<file path="src/hdl/quaternion_attitude_telemetry_core_assert.svh">
// ----------------------------------------------------------------------------
// Assertion macros for the quaternion attitude telemetry core
// Clocked implication checks, reset-qualified.
// ----------------------------------------------------------------------------
`ifndef QUATERNION_ATTITUDE_TELEMETRY_CORE_ASSERT_SVH
`define QUATERNION_ATTITUDE_TELEMETRY_CORE_ASSERT_SVH

// Same-cycle implication
`define QAT_ASSERT_IMPL(lbl, clk, rst_n, ante, cons) \
    lbl: assert property (@(posedge clk) disable iff (!rst_n) (ante) |-> (cons)) \
        else $error("qat assertion failed (same cycle)");

// Next-cycle implication
`define QAT_ASSERT_NEXT(lbl, clk, rst_n, ante, cons) \
    lbl: assert property (@(posedge clk) disable iff (!rst_n) (ante) |=> (cons)) \
        else $error("qat assertion failed (next cycle)");

`endif

</file>
<file path="src/hdl/qat_pkg.sv">
// ----------------------------------------------------------------------------
// qat_pkg
// Types, widths, codes and tables shared by the telemetry core.
// ----------------------------------------------------------------------------
package qat_pkg;

    // Field widths
    localparam int Q_W      = 16;
    localparam int TIME_W   = 32;
    localparam int BYTE_W   = 8;
    localparam int ANGLE_W  = 16;

    // Datapath widths
    localparam int MUL_W    = 32;
    localparam int PROD_W   = 64;
    localparam int ACC_W    = 36;
    localparam int XY_W     = 38;
    localparam int Z_W      = 33;
    localparam int RAD_W    = 57;
    localparam int ROOT_W   = 29;
    localparam int RNUM_W   = 25;

    // CORDIC
    localparam int CORDIC_STEPS_DEF = 16;
    localparam int ANG_TAB_LEN      = 24;
    localparam int ANG_FRAC         = 22;
    localparam logic signed [Z_W-1:0]   Z_HALF_TURN = Z_W'(754974720);
    localparam logic signed [ACC_W-1:0] ONE_Q28     = ACC_W'(268435456);

    // Frame constants
    localparam logic [BYTE_W-1:0] FRAME_SYNC = 8'hAA;
    localparam logic [BYTE_W-1:0] FRAME_ID   = 8'h01;
    localparam logic [BYTE_W-1:0] FRAME_PLEN = 8'd12;
    localparam logic signed [ANGLE_W-1:0] PITCH_LIMIT = 16'sd9000;

    typedef logic [3:0] t_byte_pos;
    localparam t_byte_pos B_SYNC      = 4'd0;
    localparam t_byte_pos B_ID        = 4'd1;
    localparam t_byte_pos B_LEN       = 4'd2;
    localparam t_byte_pos B_VAL_FIRST = 4'd3;
    localparam t_byte_pos B_VAL_LAST  = 4'd14;
    localparam t_byte_pos B_SUM       = 4'd15;

    // Product schedule
    typedef logic [3:0] t_prod_step;
    localparam t_prod_step P_Q0Q1 = 4'd0;
    localparam t_prod_step P_Q2Q3 = 4'd1;
    localparam t_prod_step P_Q1Q1 = 4'd2;
    localparam t_prod_step P_Q2Q2 = 4'd3;
    localparam t_prod_step P_Q3Q3 = 4'd4;
    localparam t_prod_step P_Q0Q3 = 4'd5;
    localparam t_prod_step P_Q1Q2 = 4'd6;
    localparam t_prod_step P_Q0Q2 = 4'd7;
    localparam t_prod_step P_Q3Q1 = 4'd8;
    localparam t_prod_step P_DONE = 4'd9;

    // Angle axes
    typedef logic [1:0] t_axis;
    localparam t_axis AX_ROLL  = 2'd0;
    localparam t_axis AX_PITCH = 2'd1;
    localparam t_axis AX_YAW   = 2'd2;

    typedef enum logic [2:0] {
        ST_IDLE,
        ST_PROD,
        ST_SQ,
        ST_SQRT,
        ST_ANGLE,
        ST_RATE,
        ST_SEND
    } t_state;

    // atan(2^-i) in degrees, Q22
    function automatic logic [27:0] atan_q22(input logic [4:0] idx);
        logic [27:0] v;
        case (idx)
            5'd0:  v = 28'd188743680;
            5'd1:  v = 28'd111421900;
            5'd2:  v = 28'd58872272;
            5'd3:  v = 28'd29884485;
            5'd4:  v = 28'd15000234;
            5'd5:  v = 28'd7507429;
            5'd6:  v = 28'd3754631;
            5'd7:  v = 28'd1877430;
            5'd8:  v = 28'd938729;
            5'd9:  v = 28'd469366;
            5'd10: v = 28'd234683;
            5'd11: v = 28'd117342;
            5'd12: v = 28'd58671;
            5'd13: v = 28'd29335;
            5'd14: v = 28'd14668;
            5'd15: v = 28'd7334;
            5'd16: v = 28'd3667;
            5'd17: v = 28'd1833;
            5'd18: v = 28'd917;
            5'd19: v = 28'd458;
            5'd20: v = 28'd229;
            5'd21: v = 28'd115;
            5'd22: v = 28'd57;
            5'd23: v = 28'd29;
            default: v = 28'd0;
        endcase
        return v;
    endfunction

endpackage

</file>
<file path="src/hdl/qat_rdiv.sv">
// ----------------------------------------------------------------------------
// qat_rdiv
// Rounded signed divide by elapsed time, restoring, one bit per cycle.
// ----------------------------------------------------------------------------
module qat_rdiv (
    input  logic                                i_clk,
    input  logic                                i_rst_n,
    input  logic                                i_start,
    input  logic signed [qat_pkg::RNUM_W-1:0]   i_num,
    input  logic        [qat_pkg::TIME_W-1:0]   i_den,
    output logic                                o_done,
    output logic signed [qat_pkg::ANGLE_W-1:0]  o_quot
);
    localparam int DIV_W = qat_pkg::TIME_W + 2;
    localparam int DVS_W = qat_pkg::TIME_W + 1;
    localparam int CNT_W = $clog2(DIV_W);
    localparam logic [CNT_W-1:0] CNT_LAST = CNT_W'(DIV_W - 1);

    logic               r_busy, r_done, r_neg;
    logic [CNT_W-1:0]   r_cnt;
    logic [DIV_W-1:0]   r_rem, r_quo;
    logic [DVS_W-1:0]   r_dvs;

    logic [qat_pkg::RNUM_W-1:0] mag;
    logic [DIV_W-1:0]   shifted;
    logic               fits;

    assign mag     = i_num[qat_pkg::RNUM_W-1] ? qat_pkg::RNUM_W'(-i_num)
                                              : qat_pkg::RNUM_W'(i_num);
    assign shifted = {r_rem[DIV_W-2:0], r_quo[DIV_W-1]};
    assign fits    = shifted >= {1'b0, r_dvs};

    // Sequence the quotient bits
    always_ff @(posedge i_clk) begin
        if (!i_rst_n) begin
            r_busy <= 1'b0;
            r_done <= 1'b0;
        end else begin
            r_done <= 1'b0;
            if (i_start) begin
                r_busy <= 1'b1;
            end else if (r_busy && r_cnt == CNT_LAST) begin
                r_busy <= 1'b0;
                r_done <= 1'b1;
            end
        end
    end

    // Divide (2|n| + d) by 2d
    always_ff @(posedge i_clk) begin
        if (i_start) begin
            r_quo <= DIV_W'({mag, 1'b0}) + DIV_W'(i_den);
            r_rem <= '0;
            r_dvs <= {i_den, 1'b0};
            r_neg <= i_num[qat_pkg::RNUM_W-1];
            r_cnt <= '0;
        end else if (r_busy) begin
            r_rem <= fits ? shifted - DIV_W'(r_dvs) : shifted;
            r_quo <= {r_quo[DIV_W-2:0], fits};
            r_cnt <= r_cnt + CNT_W'(1);
        end
    end

    // Apply sign and saturate to int16
    always_comb begin
        if (!r_neg) begin
            o_quot = (r_quo > DIV_W'(32767)) ? 16'sd32767 : 16'(r_quo);
        end else begin
            o_quot = (r_quo > DIV_W'(32768)) ? -16'sd32768 : 16'(-r_quo);
        end
    end

    assign o_done = r_done;
endmodule

</file>
<file path="config.mk">
export PLATFORM = sky130hd
export DESIGN_NAME = qat_rdiv
export DESIGN_NICKNAME = d
export VERILOG_FILES = /design/src/hdl/quaternion_attitude_telemetry_core_assert.svh /design/src/hdl/qat_pkg.sv /design/src/hdl/qat_rdiv.sv
export SDC_FILE = /design/constraint.sdc
export NUM_CORES = 1
export LEC_CHECK = 0
export ABC_AREA = 1
export CAP_MARGIN = 10
export CORE_UTILIZATION = 28
export DETAILED_ROUTE_END_ITERATION = 8
export DONT_BUFFER_PORTS = 1
export PLACE_DENSITY = 0.45
export SYNTH_ARGS = -nofsm -noshare
export SYNTH_HDL_FRONTEND = slang
export SYNTH_SLANG_ARGS = --single-unit
</file>
<file path="constraint.sdc">
create_clock -name i_clk -period 4.8 [get_ports i_clk]
set_input_delay 0.48 -clock i_clk [delete_from_list [all_inputs] [get_ports i_clk]]
set_output_delay 0.48 -clock i_clk [all_outputs]
set_load 0.01 [all_outputs]
</file>
After elaboration in Yosys (flattened, before gate mapping)
Cells that the tools add are included.
Word-level totals
  register bits after elaboration: 108
  bits of input ports: 60
  output and inout port bits: 17
  logic and storage cells: 31
Cells by class
  add/sub/neg operators: 5
  order comparisons: 3
  eq/ne operators: 1
  mux-type cells: 10
  bitwise operators: 1
  reduce and logical (&&, ||, !) cells: 4
Operators with widths (count)
  34-bit 2-to-1 mux: 2
  16-bit 2-to-1 mux: 3
  34-bit by 33-bit greater-or-equal comparator with 1-bit output: 1
  34-bit by 15-bit greater-than comparator with 1-bit output (second input constant): 1
  34-bit by 16-bit greater-than comparator with 1-bit output (second input constant): 1
  26-bit by 32-bit adder with 33-bit output: 1
  33-bit 2-to-1 mux: 1
  33-bit subtractor: 1
  25-bit 2-to-1 mux: 1
  25-bit negation: 1
  16-bit negation: 1
  6-bit by 1-bit adder with 6-bit output (second input constant): 1
  6-bit == test (second input constant): 1
  2-bit nonzero test: 2
  1-bit 2-to-1 mux: 3
  2-bit OR reduction: 1
  1-bit logical AND: 1
  1-bit inverter: 1

Depth between registers and ports, before layout
  depth in word-level cells: 4
  gate-level depth with buffers: 23
  mapped depth without buffers: 23

Least setup slack after synthesis
No wires, ideal clock.
  path kind: input port to flip-flop
  start: input i_num[1] (netlist name)
  end: register r_quo[31] (data pin)
  library setup time: 0.260 ns
  arrival: 2.767 ns
  required time: 4.540 ns
  slack: 1.773 ns
  stages: 23
  buffers on the path: 0
  cells stage by stage: inv_1 -> ha_1 -> inv_1 -> nor3_2 -> nand2_1 -> nor3_2 -> nand4_1 -> or2_1 -> nand2_1 -> nand2_1 -> nand2_1 -> nand2_1 -> ha_1 -> nand2_1 -> nor2_1 -> inv_1 -> nor2_1 -> and3_1 -> nand2_1 -> nand2_1 -> nand2_1 -> nand2_1 -> o21ai_0
On the way
  cells in the longest elaborated chain, start to end: 4
RTL lines
  from (decl): line qat_rdiv.sv:9  | input logic signed [qat_pkg::RNUM_W-1:0] i_num,
  25-bit negation: line qat_rdiv.sv:28  | assign mag = i_num[qat_pkg::RNUM_W-1] ? qat_pkg::RNUM_W'(-i_num)
  25-bit 2-to-1 mux *: line qat_rdiv.sv:28
  26-bit by 32-bit adder with 33-bit output *: line qat_rdiv.sv:52  | r_quo <= DIV_W'({mag, 1'b0}) + DIV_W'(i_den);
  34-bit 2-to-1 mux *: line qat_rdiv.sv:51  | if (i_start) begin
  to (signal assigned): line qat_rdiv.sv:52
  to (signal assigned): line qat_rdiv.sv:59  | r_quo <= {r_quo[DIV_W-2:0], fits};
  to (decl): line qat_rdiv.sv:21  | logic [DIV_W-1:0] r_rem, r_quo;
Mark *: on every way between the ends. The rest lies on a longest branch, timed or not.
A chain may end at the register's enable or synchronous reset.

Worst setup path in the final report
  start: input i_num[2] (netlist name)
  end: register r_quo[30] (data pin)
The elaborated chain is that of the path after synthesis.

==> reports/qor.csv <==
stage;metric;value;unit
pwr;reported net switching power;917;µW
clocking;deepest level of the CTS H-tree;3;
die;number of cell rows;68;
routing;drt drc;0;
setup_path;critical path's slowest cell;o21ai_0;
final_layout;most common cell after layout, fill and taps aside;nand2_1;
clocking;PostCTS Resize Cnt;0;
setup_path;Arrival @ worst endpoint;3760;ps
routing;wire length reported by the detailed router;32.6;mm
yosys;prevailing post-synth register cell;edfxtp_1;
setup_path;critical-path maximum fanout;5;
sta;Final Max Tran Viols;0;
placed_design;half-perimeter wire length of the detailed placement result;27.0;mm
global_route;maximum number of pins on one net before global-route repair;71;
clocking;number of CTS-inserted buffers;9;
global_route;initial antenna violation count;0;
yosys;number of storage elements in the synthesis netlist;108;
pwr;Clk pwr share;29.2;%
clocking;largest buffer count on any clock path;2;
sta;post-route setup TNS;0;ps
run;max-cap viol count;0;
final_layout;final layout net count;1611;
global_route;GR Layer Usage met3;3.37;%
final_layout;area added between synthesis and finish;7.30;%
final_layout;commonest cells after routing, fill and taps aside;nand2_1 (473), inv_1 (239), nor2_1 (125);
routing;overall via count from detail_route;9161;
routing;Routed wire per std cell;16.8;µm
yosys;Post-Synthesis Mean Instance Area;6.55;µm²
pwr;combinational fraction of design power;27.0;%
yosys;Post-synth EDFFs;67;
final_layout;multi-input gate area in the final layout;5850;µm²
clocking;quantity of hold-fixing buffers added after cts;0;
global_route;Global Route met1 Usage;22.6;%
hold_path;worst min-delay path class;in -> reg;
pwr;Cell Pwr Density;248;nW/µm²
global_route;vias in the first global route;8945;
sta;time the final worst path needs with I/O delays and setup;3630;ps
clocking;clock-pin slew reported for the worst setup and hold paths after clock tree synthesis;80;ps
outcome;status;complete, no violations;
pwr;switching part of the total;35.2;%
global_route;total congestion overflow after global routing;0;
setup_path;required time of the critical path;4930;ps
final_layout;antenna diode count;0;
placed_design;final estimated routing congestion in global placement;0.932;
sta;final hold violation count;0;
global_route;met2 Use GR;32.1;%
sta;setup repair after global routing missed its margin;false;
sta;worst slew pin tran;777;ps
setup_path;startpoint types;input port;
final_layout;fraction of final layout cells with drive strength greater than 1;4.17;%
yosys;gate count of the mapped netlist;1495;
setup_path;CP Cell Sequence;nor3_1 -> nand2_1 -> nor3_4 -> nand2_1 -> o31ai_1 -> xnor2_1 -> ha_1 -> nand2_1 -> nor2_1 -> nand2_1 -> o21ai_0 -> nand2_1 -> nand2_1 -> nand2_1 -> nand3_1 -> nand2_1;
yosys;Syn Std Cell Area;9790;µm²
yosys;count of yosys warnings during synthesis;0;
die;IO Count;77;
die;initial core utilization;28.4;%
global_route;Overall Global Routing Usage;19.0;%
sta;final-report setup violation count;0;
die;die area;35700;µm²
routing;antenna-violating nets left;0;
routing;number of design-rule violations left by the first detailed-router iteration;512;
final_layout;Seq. cell area;2830;µm²
clocking;clock tree from TritonCTS;yes;
routing;vias per inst;4.72;
sta;highest clock rate;275;MHz
yosys;post-synthesis sequential area ratio;28.9;%
routing;DRT Pass-1 Iters;7;
setup_path;CP endpoint kind;register;
clocking;clock tree root buffer cell;clkbuf_16;
clocking;clock sinks;108;
pwr;Overall Power;2.61;mW
global_route;GRT busiest layer;met2;
pwr;largest voltage drop on the vdd net;0.000158;V
pwr;Lkg Pwr;5.18;nW
sta;worst clock skew;9.16;ps
placed_design;IO Port Bufs;0;
die;y dimension of the die;189;µm
sta;part of the cycle the worst path needs;75.7;%
pwr;Internal Dissipation;1.69;mW
pwr;portion of total power attributed to sequential cells;43.7;%
yosys;post-synthesis async set-or-reset flop share;0;%
sta;slew margin rel.;47.6;%
setup_path;type of the worst setup path;in -> reg;
yosys;Post-Synthesis Net Count;1624;
die;Core Box Area;34500;µm²
setup_path;delay of the slowest critical-path stage;640;ps
clocking;total setup buffers inserted after CTS;0;
clocking;clock latency on the worst-skew pair;370;ps
global_route;wire length of the first global-routing pass;51.6;mm
yosys;number of library cell types mapped by synthesis;49;
die;horizontal extent of the die;189;µm
setup_path;Most common cell on crit path;nand2_1;
final_layout;filler cell count;3885;
[cell usage after synthesis (all sizes together) (3+ instances only)]
| cell type | number | area [µm²] |
|---|---|---|
| nand2 | 481 | 1840 |
| inv | 248 | 931 |
| nor2 | 132 | 527 |
| nand3 | 126 | 646 |
| o21ai | 85 | 440 |
| edfxtp | 67 | 2010 |
| ha | 67 | 838 |
| a21oi | 49 | 245 |
| dfxtp | 41 | 821 |
| xnor2 | 29 | 254 |
| nand3b | 26 | 195 |
| xor2 | 26 | 228 |
| nor3 | 19 | 131 |
| nand4 | 17 | 106 |
| buf | 16 | 129 |
| clkbuf | 12 | 45.0 |
| o21bai | 10 | 75.1 |
| or2 | 8 | 50.1 |
| a31oi | 6 | 37.5 |
| o22ai | 6 | 37.5 |
| a21boi | 4 | 30.0 |
| a21o | 3 | 22.5 |
| and2 | 3 | 18.8 |
| and3 | 3 | 18.8 |
| nor4 | 3 | 25.0 |
[final timing paths]
check	slack, ps	to	startpoint	cells past startpoint
worst min register to register	470	r_rem[25]	r_rem[25]	2
worst min-delay path	200	r_dvs[23]	i_den[22]	0
worst max register to register	2220	r_rem[18]	r_dvs[23]	15
worst max-delay path	1170	r_quo[30]	i_num[2]	16
[worst max-delay path, delay by kind of cell]
kind / cells / cell delay (ps)
AO/OA/AOI/OAI: 2 / 950
XOR/XNOR: 1 / 120
AND/OR/NAND/NOR: 12 / 1830
adder cells (fa/ha/maj): 1 / 380
[area by class of cell]
type / count / share of cell area [%]
Sequential cell: 108 / 27.0
Clock buffer: 12 / 2.45
Tap cell: 455 / 5.42
Clock inverter: 4 / 0.298
Multi-Input combinational cell: 1110 / 55.7
Timing Repair Buffer: 4 / 0.286
Inverter: 249 / 8.90
[sequential cells by signal (all words and copies together) (netlist names)]
name	count
o_done	1
r_rem	33
r_cnt	6
r_quo	34
r_neg	1
r_dvs	32
r_busy	1
[power groups by stage]
| stage | combinational [mW] | clock, mW | sequential (mW) |
|---|---|---|---|
| finish | 0.705 | 0.763 | 1.14 |
| global route | 0.793 | 0.815 | 1.15 |
| CTS | 0.714 | 0.787 | 1.14 |
| detailed placement | 0.710 | 0 | 1.16 |
| global placement | 0.714 | 0 | 1.16 |
| floorplan | 0.492 | 0 | 1.14 |
[routing by layer]
metal  wire (µm)  share of wire (%)
met5           0                  0
met4        1890                5.8
met3        1290                4.0
met2       15400                 47
met1       14100                 43
[kinds of logic after synthesis]
kind of cell             count (synthesis)  synth area share (%)
buffers and inverters                  277                  11.3
AO/OA/AOI/OAI                          168                  9.48
XOR/XNOR                                55                  4.92
AND/OR/NAND/NOR                        818                  36.4
adder cells (fa/ha/maj)                 69                  8.97
flip-flops                             108                  28.9
[metrics by stage]
stage	util (%)	cell area, µm²	hold slack, ps	cells	worst slack, ps
global route	30.5	10500	183	1942	860
global placement	29.7	10200	456	1926	736
floorplan	-	9790	440	1495	1770
detailed placement	29.7	10200	459	1926	761
CTS	30.5	10500	185	1942	1160
finish	30.5	10500	200	1942	1170
No activity file was read; power rests on OpenSTA's default activity.
