## config.mk

```make
export PLATFORM = sky130hd
export DESIGN_NAME = qat_cordic
export DESIGN_NICKNAME = d
export VERILOG_FILES = /design/src/hdl/quaternion_attitude_telemetry_core_assert.svh /design/src/hdl/qat_pkg.sv /design/src/hdl/qat_cordic.sv
export SDC_FILE = /design/constraint.sdc
export NUM_CORES = 1
export LEC_CHECK = 0
export ABC_AREA = 0
export ABC_CLOCK_PERIOD_IN_PS = 6500
export BUFFER_PORTS_ARGS = -buffer_cell sky130_fd_sc_hd__buf_2
export CAP_MARGIN = 0
export CORE_MARGIN = 2
export CORE_UTILIZATION = 43
export CTS_CLUSTER_SIZE = 24
export DETAILED_ROUTE_END_ITERATION = 10
export GPL_TIMING_DRIVEN = 0
export SLEW_MARGIN = 5
export SYNTH_ARGS = -nofsm -noshare
export SYNTH_HDL_FRONTEND = slang
export SYNTH_SLANG_ARGS = --single-unit
```

## constraint.sdc

```tcl
create_clock -name i_clk -period 6.5 [get_ports i_clk]
set_input_delay 0.975 -clock i_clk [delete_from_list [all_inputs] [get_ports i_clk]]
set_output_delay 0.975 -clock i_clk [all_outputs]
set_load 0.005 [all_outputs]
```

## src/hdl/quaternion_attitude_telemetry_core_assert.svh

```systemverilog
// ----------------------------------------------------------------------------
// Assertion macros for the quaternion attitude telemetry core
// Clocked implication checks, reset-qualified.
// ----------------------------------------------------------------------------
`ifndef QUATERNION_ATTITUDE_TELEMETRY_CORE_ASSERT_SVH
`define QUATERNION_ATTITUDE_TELEMETRY_CORE_ASSERT_SVH

// Same-cycle implication
`define QAT_ASSERT_IMPL(lbl, clk, rst_n, ante, cons) \
    lbl: assert property (@(posedge clk) disable iff (!rst_n) (ante) |-> (cons)) \
        else $error("qat assertion failed (same cycle)");

// Next-cycle implication
`define QAT_ASSERT_NEXT(lbl, clk, rst_n, ante, cons) \
    lbl: assert property (@(posedge clk) disable iff (!rst_n) (ante) |=> (cons)) \
        else $error("qat assertion failed (next cycle)");

`endif

```

## src/hdl/qat_pkg.sv

```systemverilog
// ----------------------------------------------------------------------------
// qat_pkg
// Types, widths, codes and tables shared by the telemetry core.
// ----------------------------------------------------------------------------
package qat_pkg;

    // Field widths
    localparam int Q_W      = 16;
    localparam int TIME_W   = 32;
    localparam int BYTE_W   = 8;
    localparam int ANGLE_W  = 16;

    // Datapath widths
    localparam int MUL_W    = 32;
    localparam int PROD_W   = 64;
    localparam int ACC_W    = 36;
    localparam int XY_W     = 38;
    localparam int Z_W      = 33;
    localparam int RAD_W    = 57;
    localparam int ROOT_W   = 29;
    localparam int RNUM_W   = 25;

    // CORDIC
    localparam int CORDIC_STEPS_DEF = 16;
    localparam int ANG_TAB_LEN      = 24;
    localparam int ANG_FRAC         = 22;
    localparam logic signed [Z_W-1:0]   Z_HALF_TURN = Z_W'(754974720);
    localparam logic signed [ACC_W-1:0] ONE_Q28     = ACC_W'(268435456);

    // Frame constants
    localparam logic [BYTE_W-1:0] FRAME_SYNC = 8'hAA;
    localparam logic [BYTE_W-1:0] FRAME_ID   = 8'h01;
    localparam logic [BYTE_W-1:0] FRAME_PLEN = 8'd12;
    localparam logic signed [ANGLE_W-1:0] PITCH_LIMIT = 16'sd9000;

    typedef logic [3:0] t_byte_pos;
    localparam t_byte_pos B_SYNC      = 4'd0;
    localparam t_byte_pos B_ID        = 4'd1;
    localparam t_byte_pos B_LEN       = 4'd2;
    localparam t_byte_pos B_VAL_FIRST = 4'd3;
    localparam t_byte_pos B_VAL_LAST  = 4'd14;
    localparam t_byte_pos B_SUM       = 4'd15;

    // Product schedule
    typedef logic [3:0] t_prod_step;
    localparam t_prod_step P_Q0Q1 = 4'd0;
    localparam t_prod_step P_Q2Q3 = 4'd1;
    localparam t_prod_step P_Q1Q1 = 4'd2;
    localparam t_prod_step P_Q2Q2 = 4'd3;
    localparam t_prod_step P_Q3Q3 = 4'd4;
    localparam t_prod_step P_Q0Q3 = 4'd5;
    localparam t_prod_step P_Q1Q2 = 4'd6;
    localparam t_prod_step P_Q0Q2 = 4'd7;
    localparam t_prod_step P_Q3Q1 = 4'd8;
    localparam t_prod_step P_DONE = 4'd9;

    // Angle axes
    typedef logic [1:0] t_axis;
    localparam t_axis AX_ROLL  = 2'd0;
    localparam t_axis AX_PITCH = 2'd1;
    localparam t_axis AX_YAW   = 2'd2;

    typedef enum logic [2:0] {
        ST_IDLE,
        ST_PROD,
        ST_SQ,
        ST_SQRT,
        ST_ANGLE,
        ST_RATE,
        ST_SEND
    } t_state;

    // atan(2^-i) in degrees, Q22
    function automatic logic [27:0] atan_q22(input logic [4:0] idx);
        logic [27:0] v;
        case (idx)
            5'd0:  v = 28'd188743680;
            5'd1:  v = 28'd111421900;
            5'd2:  v = 28'd58872272;
            5'd3:  v = 28'd29884485;
            5'd4:  v = 28'd15000234;
            5'd5:  v = 28'd7507429;
            5'd6:  v = 28'd3754631;
            5'd7:  v = 28'd1877430;
            5'd8:  v = 28'd938729;
            5'd9:  v = 28'd469366;
            5'd10: v = 28'd234683;
            5'd11: v = 28'd117342;
            5'd12: v = 28'd58671;
            5'd13: v = 28'd29335;
            5'd14: v = 28'd14668;
            5'd15: v = 28'd7334;
            5'd16: v = 28'd3667;
            5'd17: v = 28'd1833;
            5'd18: v = 28'd917;
            5'd19: v = 28'd458;
            5'd20: v = 28'd229;
            5'd21: v = 28'd115;
            5'd22: v = 28'd57;
            5'd23: v = 28'd29;
            default: v = 28'd0;
        endcase
        return v;
    endfunction

endpackage

```

## src/hdl/qat_cordic.sv

```systemverilog
// ----------------------------------------------------------------------------
// qat_cordic
// Iterative vectoring CORDIC: atan2(y, x) in centidegrees, one step a cycle.
// ----------------------------------------------------------------------------
module qat_cordic #(
    parameter int STEPS = qat_pkg::CORDIC_STEPS_DEF
) (
    input  logic                                i_clk,
    input  logic                                i_rst_n,
    input  logic                                i_start,
    input  logic signed [qat_pkg::XY_W-1:0]     i_y,
    input  logic signed [qat_pkg::XY_W-1:0]     i_x,
    output logic                                o_done,
    output logic signed [qat_pkg::ANGLE_W-1:0]  o_angle
);
    localparam int XY_W = qat_pkg::XY_W;
    localparam int Z_W  = qat_pkg::Z_W;
    localparam int P_W  = Z_W + 7;
    localparam logic [4:0] LAST = 5'(STEPS - 1);

    logic                        r_busy, r_round, r_done, r_zero;
    logic signed [XY_W-1:0]      r_x, r_y;
    logic signed [Z_W-1:0]       r_z;
    logic [4:0]                  r_i;
    logic signed [qat_pkg::ANGLE_W-1:0] r_angle;

    logic signed [XY_W-1:0]      xs, ys, n_x, n_y;
    logic signed [Z_W-1:0]       ang, n_z;
    logic signed [P_W-1:0]       zx, prod;
    logic        [P_W-1:0]       mag;
    logic        [17:0]          qr;
    logic signed [qat_pkg::ANGLE_W-1:0] sat_angle;

    // One micro-rotation toward the x axis
    always_comb begin
        xs  = r_x >>> r_i;
        ys  = r_y >>> r_i;
        ang = Z_W'(qat_pkg::atan_q22(r_i));
        if (r_y > 0) begin
            n_x = r_x + ys;
            n_y = r_y - xs;
            n_z = r_z + ang;
        end else begin
            n_x = r_x - ys;
            n_y = r_y + xs;
            n_z = r_z - ang;
        end
    end

    // Scale degrees by 100, round half away from zero, saturate
    always_comb begin
        zx   = {{(P_W-Z_W){r_z[Z_W-1]}}, r_z};
        prod = (zx <<< 6) + (zx <<< 5) + (zx <<< 2);
        mag  = prod[P_W-1] ? P_W'(-prod) : P_W'(prod);
        qr   = 18'((mag + P_W'(2097152)) >> 22);
        if (!prod[P_W-1]) begin
            sat_angle = (qr > 18'd32767) ? 16'sd32767 : 16'(qr);
        end else begin
            sat_angle = (qr > 18'd32768) ? -16'sd32768 : 16'(-qr);
        end
    end

    // Sequence load, iterate and round
    always_ff @(posedge i_clk) begin
        if (!i_rst_n) begin
            r_busy  <= 1'b0;
            r_round <= 1'b0;
            r_done  <= 1'b0;
        end else begin
            r_done <= 1'b0;
            if (i_start) begin
                r_busy  <= 1'b1;
                r_round <= 1'b0;
            end else if (r_busy) begin
                if (r_i == LAST) begin
                    r_busy  <= 1'b0;
                    r_round <= 1'b1;
                end
            end else if (r_round) begin
                r_round <= 1'b0;
                r_done  <= 1'b1;
            end
        end
    end

    // Hold the vector and angle accumulator
    always_ff @(posedge i_clk) begin
        if (i_start) begin
            r_i    <= 5'd0;
            r_zero <= (i_x == '0) && (i_y == '0);
            if (i_x < 0) begin
                r_x <= -i_x;
                r_y <= -i_y;
                r_z <= (i_y >= 0) ? qat_pkg::Z_HALF_TURN : -qat_pkg::Z_HALF_TURN;
            end else begin
                r_x <= i_x;
                r_y <= i_y;
                r_z <= '0;
            end
        end else if (r_busy) begin
            r_x <= n_x;
            r_y <= n_y;
            r_z <= n_z;
            r_i <= r_i + 5'd1;
        end
        if (r_round) begin
            r_angle <= r_zero ? '0 : sat_angle;
        end
    end

    assign o_done  = r_done;
    assign o_angle = r_angle;
endmodule

```

After elaboration in Yosys (flattened, before gate mapping)

Memories as Yosys holds them, arrays and structs flattened. A register that Yosys moved wholly into a read port is not among the register bits.
Index checks and enable logic that the tools add are counted.

Bits in registers: 134
Bits in latches: 0
RAM bits: 0
Bits in read-only memories: 896
Bits of input ports: 79
Output and inout bits: 17
Logic and storage cells: 63
Memories: 1

Memory list:

| memory           | depth | bits a word | rd ports | clocked after memory_dff | write ports | RTL line      | text |
|---|---|---|---|---|---|---|---|
| (name not given) | 32    | 28          | 1        | 1                        | 0           | qat_pkg.sv:76 | `case (idx)` |

Add/subtract/negate cells: 14
$mul: 0
Divide/modulo/power cells: 0
$lt $le $gt $ge: 5
Equality and inequality tests: 1
Shifts and indexed selects: 2
Muxes and demuxes: 23
Bitwise logic cells: 2
Reduce and logical (&&, ||, !) cells: 6

Operators by type and width:

| kind                                                            | number |
|---|---|
| two-way mux 38 bit                                              | 8 |
| two-way mux 33 bit                                              | 5 |
| adder 38 bit                                                    | 2 |
| zero test 38 bit                                                | 2 |
| negator 38 bit                                                  | 2 |
| >>> shifter 38 x 5 -> 38 bit                                    | 2 |
| subtractor 38 bit                                               | 2 |
| two-way mux 16 bit                                              | 3 |
| adder 39 x 38 -> 40 bit                                         | 1 |
| adder 40 x 22 -> 40 bit, second input constant                  | 1 |
| adder 40 x 35 -> 40 bit                                         | 1 |
| two-way mux 40 bit                                              | 1 |
| negator 40 bit                                                  | 1 |
| >= comparator 38 x 1 -> 1 bit, second input constant            | 1 |
| greater-than comparator 38 x 1 -> 1 bit, second input constant  | 1 |
| less-than comparator 38 x 1 -> 1 bit, second input constant     | 1 |
| adder 33 x 29 -> 33 bit                                         | 1 |
| subtractor 33 x 29 -> 33 bit                                    | 1 |
| greater-than comparator 18 x 15 -> 1 bit, second input constant | 1 |
| greater-than comparator 18 x 16 -> 1 bit, second input constant | 1 |
| negator 16 bit                                                  | 1 |
| two-way mux 5 bit                                               | 2 |
| OR reduction 3 bit                                              | 2 |
| adder 5 x 1 -> 5 bit, second input constant                     | 1 |
| 5 further kinds                                                 | 9 |

Depth between registers and ports, before layout

Word-level depth: 8
Gate-level depth with buffers: 31
Gate-level depth less buffers: 26

Worst setup path after synthesis

No wires, ideal clock.

Kind: reg2reg
From: register r_i[0]
To: register r_y[37] (data pin)
Library setup time: 268 ps
Data arrival time: 6757 ps
Required time: 6232 ps
Setup slack: -524 ps
Cell stages (with the launch flop): 28
Clock period less this slack: 7024 ps
Path through: dfxtp_1 buf_2 buf_2 buf_2 clkbuf_1 mux4_2 mux2_2 mux2i_1 nor2_1 a21oi_1 ha_1 nand2_1 nor4_1 nand4_1 nor4_1 a21oi_1 xor2_1 ha_1 nand3_1 a211o_1 a31oi_1 a211oi_1 or3_1 a311oi_1 a211o_1 a21oi_1 xnor2_1 o21ai_0

Longest elaborated chain between the ends: 5
Elaborated cells between the ends (all ways): 6
Those cells by class: add/sub (2); shift (1); mux (3)

RTL lines:

| item                                              | RTL line                           | text |
|---|---|---|
| start, declared                                   | qat_cordic.sv:24                   | `logic [4:0] r_i;` |
| start signal, assigned                            | qat_cordic.sv:104                  | `r_i <= r_i + 5'd1;` |
| >>> shifter 38 x 5 -> 38 bit (*)                  | qat_cordic.sv:36                   | `xs = r_x >>> r_i;` |
| adder 38 bit or subtractor 38 bit (tied branches) | qat_cordic.sv:45, qat_cordic.sv:41 |  |
| two-way mux 38 bit (*)                            | qat_cordic.sv:39                   | `if (r_y > 0) begin` |
| two-way mux 38 bit (*)                            | qat_cordic.sv:100                  | `end else if (r_busy) begin` |
| two-way mux 38 bit (*)                            | qat_cordic.sv:88                   | `if (i_start) begin` |
| end signal, assigned                              | qat_cordic.sv:93                   | `r_y <= -i_y;` |
| end signal, assigned                              | qat_cordic.sv:97                   | `r_y <= i_y;` |
| end signal, assigned                              | qat_cordic.sv:102                  | `r_y <= n_y;` |
| end, declared                                     | qat_cordic.sv:22                   | `logic signed [XY_W-1:0] r_x, r_y;` |

Every way passes the cells marked *; elsewhere a longest branch is shown, timed or not. The select of a mux whose other input is x is not followed.
A chain may end at the register's enable or synchronous reset.

Worst setup path in the final report

Same ends and word-level chain as after synthesis.

==> results.py <==
metrics = {
    "clocking": {
        "clock-root-buffer": "clkbuf_16",
        "clock-sinks": 162,
        "cts_buffers": 17,
        "htreeDepth": 4,
        "postCtsHoldBufs": 0,
        "ctsLongestPathBuffers": 2,
        "clk_pin_slew_ns": 0.08,
        "insertion_delay_ns": 0.51,
        "cts_tree": "yes",
    },
    "route": {
        "routed_via_density": 6.35,
        "wire_per_inst_um": 24.8,
        "routed_wl_um": 95000,
        "num_vias": 24366,
        "dr.pass1.iters": 6,
        "ant_nets": 0,
        "drt_iter0_drc": 2089,
        "route.detailed.drc": 0,
    },
    "global_routing": {
        "grt_pass1_wl_um": 142000,
        "grt_max_degree": 45,
        "use_met3_pct": 5.54,
        "use_met1_pct": 38.5,
        "grt_overflow": 0,
        "grt_util_all_layers_pct": 32.7,
        "grt-busiest-layer": "met2",
        "grtUsageMet2_pct": 56.5,
        "grt_pass1_vias": 23621,
        "antenna_found_initial": 1,
    },
    "worst_setup_path": {
        "path_common_cell": "buf_12",
        "critPathBufInv": 9,
        "cp.arrival_ns": 6.96,
        "critical_path_class": "reg -> reg",
        "cp.required_ns": 6.73,
        "cp_slowest_cell": "mux4_2",
        "worstSetupEndpointType": "register",
        "cpPeakStageDelay_ns": 0.57,
        "start_kind": "register",
        "crit_family": "simple AND/OR/NAND/NOR gates",
        "cp.depth": 29,
        "critPathMaxFanout": 6,
        "ff2ff_path_depth": 29,
    },
    "timing": {
        "slew_headroom_pct": 13.6,
        "max_freq_mhz": 149,
        "fin_ws_ns": -0.228,
        "finClkSkew_ns": 0.0146,
        "tightest_slew_ns": 1.30,
        "rsz0062_at_grt": "true",
        "fin_crit_sh_pct": 104,
        "finalHoldViolations": 0,
        "hold_ws_ns": 0.734,
        "drv_slew": 0,
        "period_needed_ns": 6.73,
        "setup_viol": 7,
    },
    "placed_design": {
        "place_ws_ns": -2.52,
        "placed_cell_area_mm2": 0.0256,
        "gp_congestion": 1.00,
        "port_buffers": 94,
        "post-dp-hpwl_um": 73700,
    },
    "floorplan": {
        "die_area_mm2": 0.0580,
        "io_pins": 96,
        "start_util_pct": 43.6,
        "core-area_mm2": 0.0553,
        "die_width_um": 241,
        "die_h_um": 241,
        "rows": 86,
    },
    "run_status": {
        "violations": "setup timing",
        "outcome": "complete, but fails checks",
    },
    "worst_hold_path": {
        "min_path_cells": 2,
        "hold_class": "reg -> reg",
    },
    "synthesis": {
        "synth_edf_count": 126,
        "yosys-top-cells-count": "260 x nand2_1, 232 x nor2_1, 209 x o21ai_0",
        "ys_types": 98,
        "synthFlopType": "edfxtp_1",
        "synthTopCellsByArea": "edfxtp_1 16%, mux4_2 10%, ha_1 8.4%, xnor2_1 6.5%, o21ai_0 4.3%",
        "ys_ff_latch": 162,
        "async_flop_share_pct": 0,
        "yosysWarnings": 0,
        "syn_nets": 3118,
        "syn_area_per_cell_um2": 8.48,
        "ys_seq_area_share_pct": 18.7,
        "yosysMostFrequentCell": "nand2_1",
        "synth_top_area_share_pct": 15.7,
        "syn-instance-count": 2843,
        "synth.largest_area_cell": "edfxtp_1",
        "synth_area_mm2": 0.0241,
    },
    "layout": {
        "diodes": 0,
        "drive_gt1_share_pct": 21.2,
        "n_fill_cell": 5350,
        "multi_input_area_mm2": 0.0198,
        "seq_area_mm2": 0.00451,
        "finalInstanceArea_mm2": 0.0286,
        "layout.nets": 3350,
        "utilization_pct": 51.7,
        "syn_to_final_growth_pct": 18.7,
    },
    "run": {
        "cap_violations": 0,
    },
}
==> tightest hold or removal path: cells and delay by family (launching register included) <==
kind,cells,cell delay [ns]
flops,1,0.37
simple gates,1,0.05
fa+ha+maj,1,0.15
==> sequential cells by signal (all words and copies together) (netlist names), 5 cells and up <==
signal and flops:
r_y 38, r_x 38, ang 28, r_i 5
r_z 33, o_angle 16
==> placed cells by master (no fill, tap or decap), drive strengths merged, types with 107 or more instances in the layout <==
| master | n |
|---|---|
| nor2 | 233 |
| a21oi | 202 |
| mux4 | 107 |
| xor2 | 118 |
| xnor2 | 181 |
| buf | 264 |
| o21ai | 214 |
| clkbuf | 118 |
| ha | 161 |
| nand2 | 260 |
| edfxtp | 126 |
==> layout make-up <==
class                   instances  share of cell area [%]
repair buffers                220                    5.56
flip-flops and latches        162                    15.8
multi-input cells            2452                    69.2
plain buffers                 144                    3.10
clock inverters                12                   0.385
inverters                      78                    1.04
clock buffers                  20                    1.67
well taps                     748                    3.27
==> per-stage QoR <==
step | TNS [ns] | cells
after detailed placement | -81.79 | 3687
after floorplan | 0 | 2843
after global routing | -2.81 | 3836
after CTS | -0.0978 | 3781
after global placement | -87.66 | 3685
final | -0.796 | 3836
==> cell families (layout without fill, tap and decap cells) <==
| family | after synthesis | after routing | synth area share [%] |
|---|---|---|---|
| adder cells (fa/ha/maj) | 196 | 196 | 11.3 |
| AND/OR/NAND/NOR | 940 | 940 | 19.3 |
| AO/OA/AOI/OAI | 819 | 819 | 22.2 |
| multiplexers | 198 | 198 | 13.9 |
| buffers and inverters | 229 | 474 | 3.75 |
| XOR/XNOR | 299 | 299 | 10.9 |
| flip-flops | 162 | 162 | 18.7 |
==> metal layers <==
layer,up-vias,routed length (um)
met2,908,46000
met5,-,0
met3,246,5800
met4,0,5890
met1,12000,37300
li1,11212,-
==> path summary, 6_finish.rpt <==
path	from	end	slack, ns
worst min-delay path	ang[0]	r_z[0]	0.73
worst max register to register	r_i[0]	r_y[37]	-0.23
worst max-delay path	r_i[0]	r_y[37]	-0.23
worst min register to register	ang[0]	r_z[0]	0.73
==> what timing repair did <==
action | in CTS | in global routing
setup buffers | 62 | 60
pin swaps | 43 | 54
gates cloned | 3 | 0
resized for setup | 211 | 131
endpoints found under the setup margin | 86 | 37
Power is left out: the tool's default activity adds up to more than one toggle a clock period on the data nets, which glitch-free logic cannot reach.
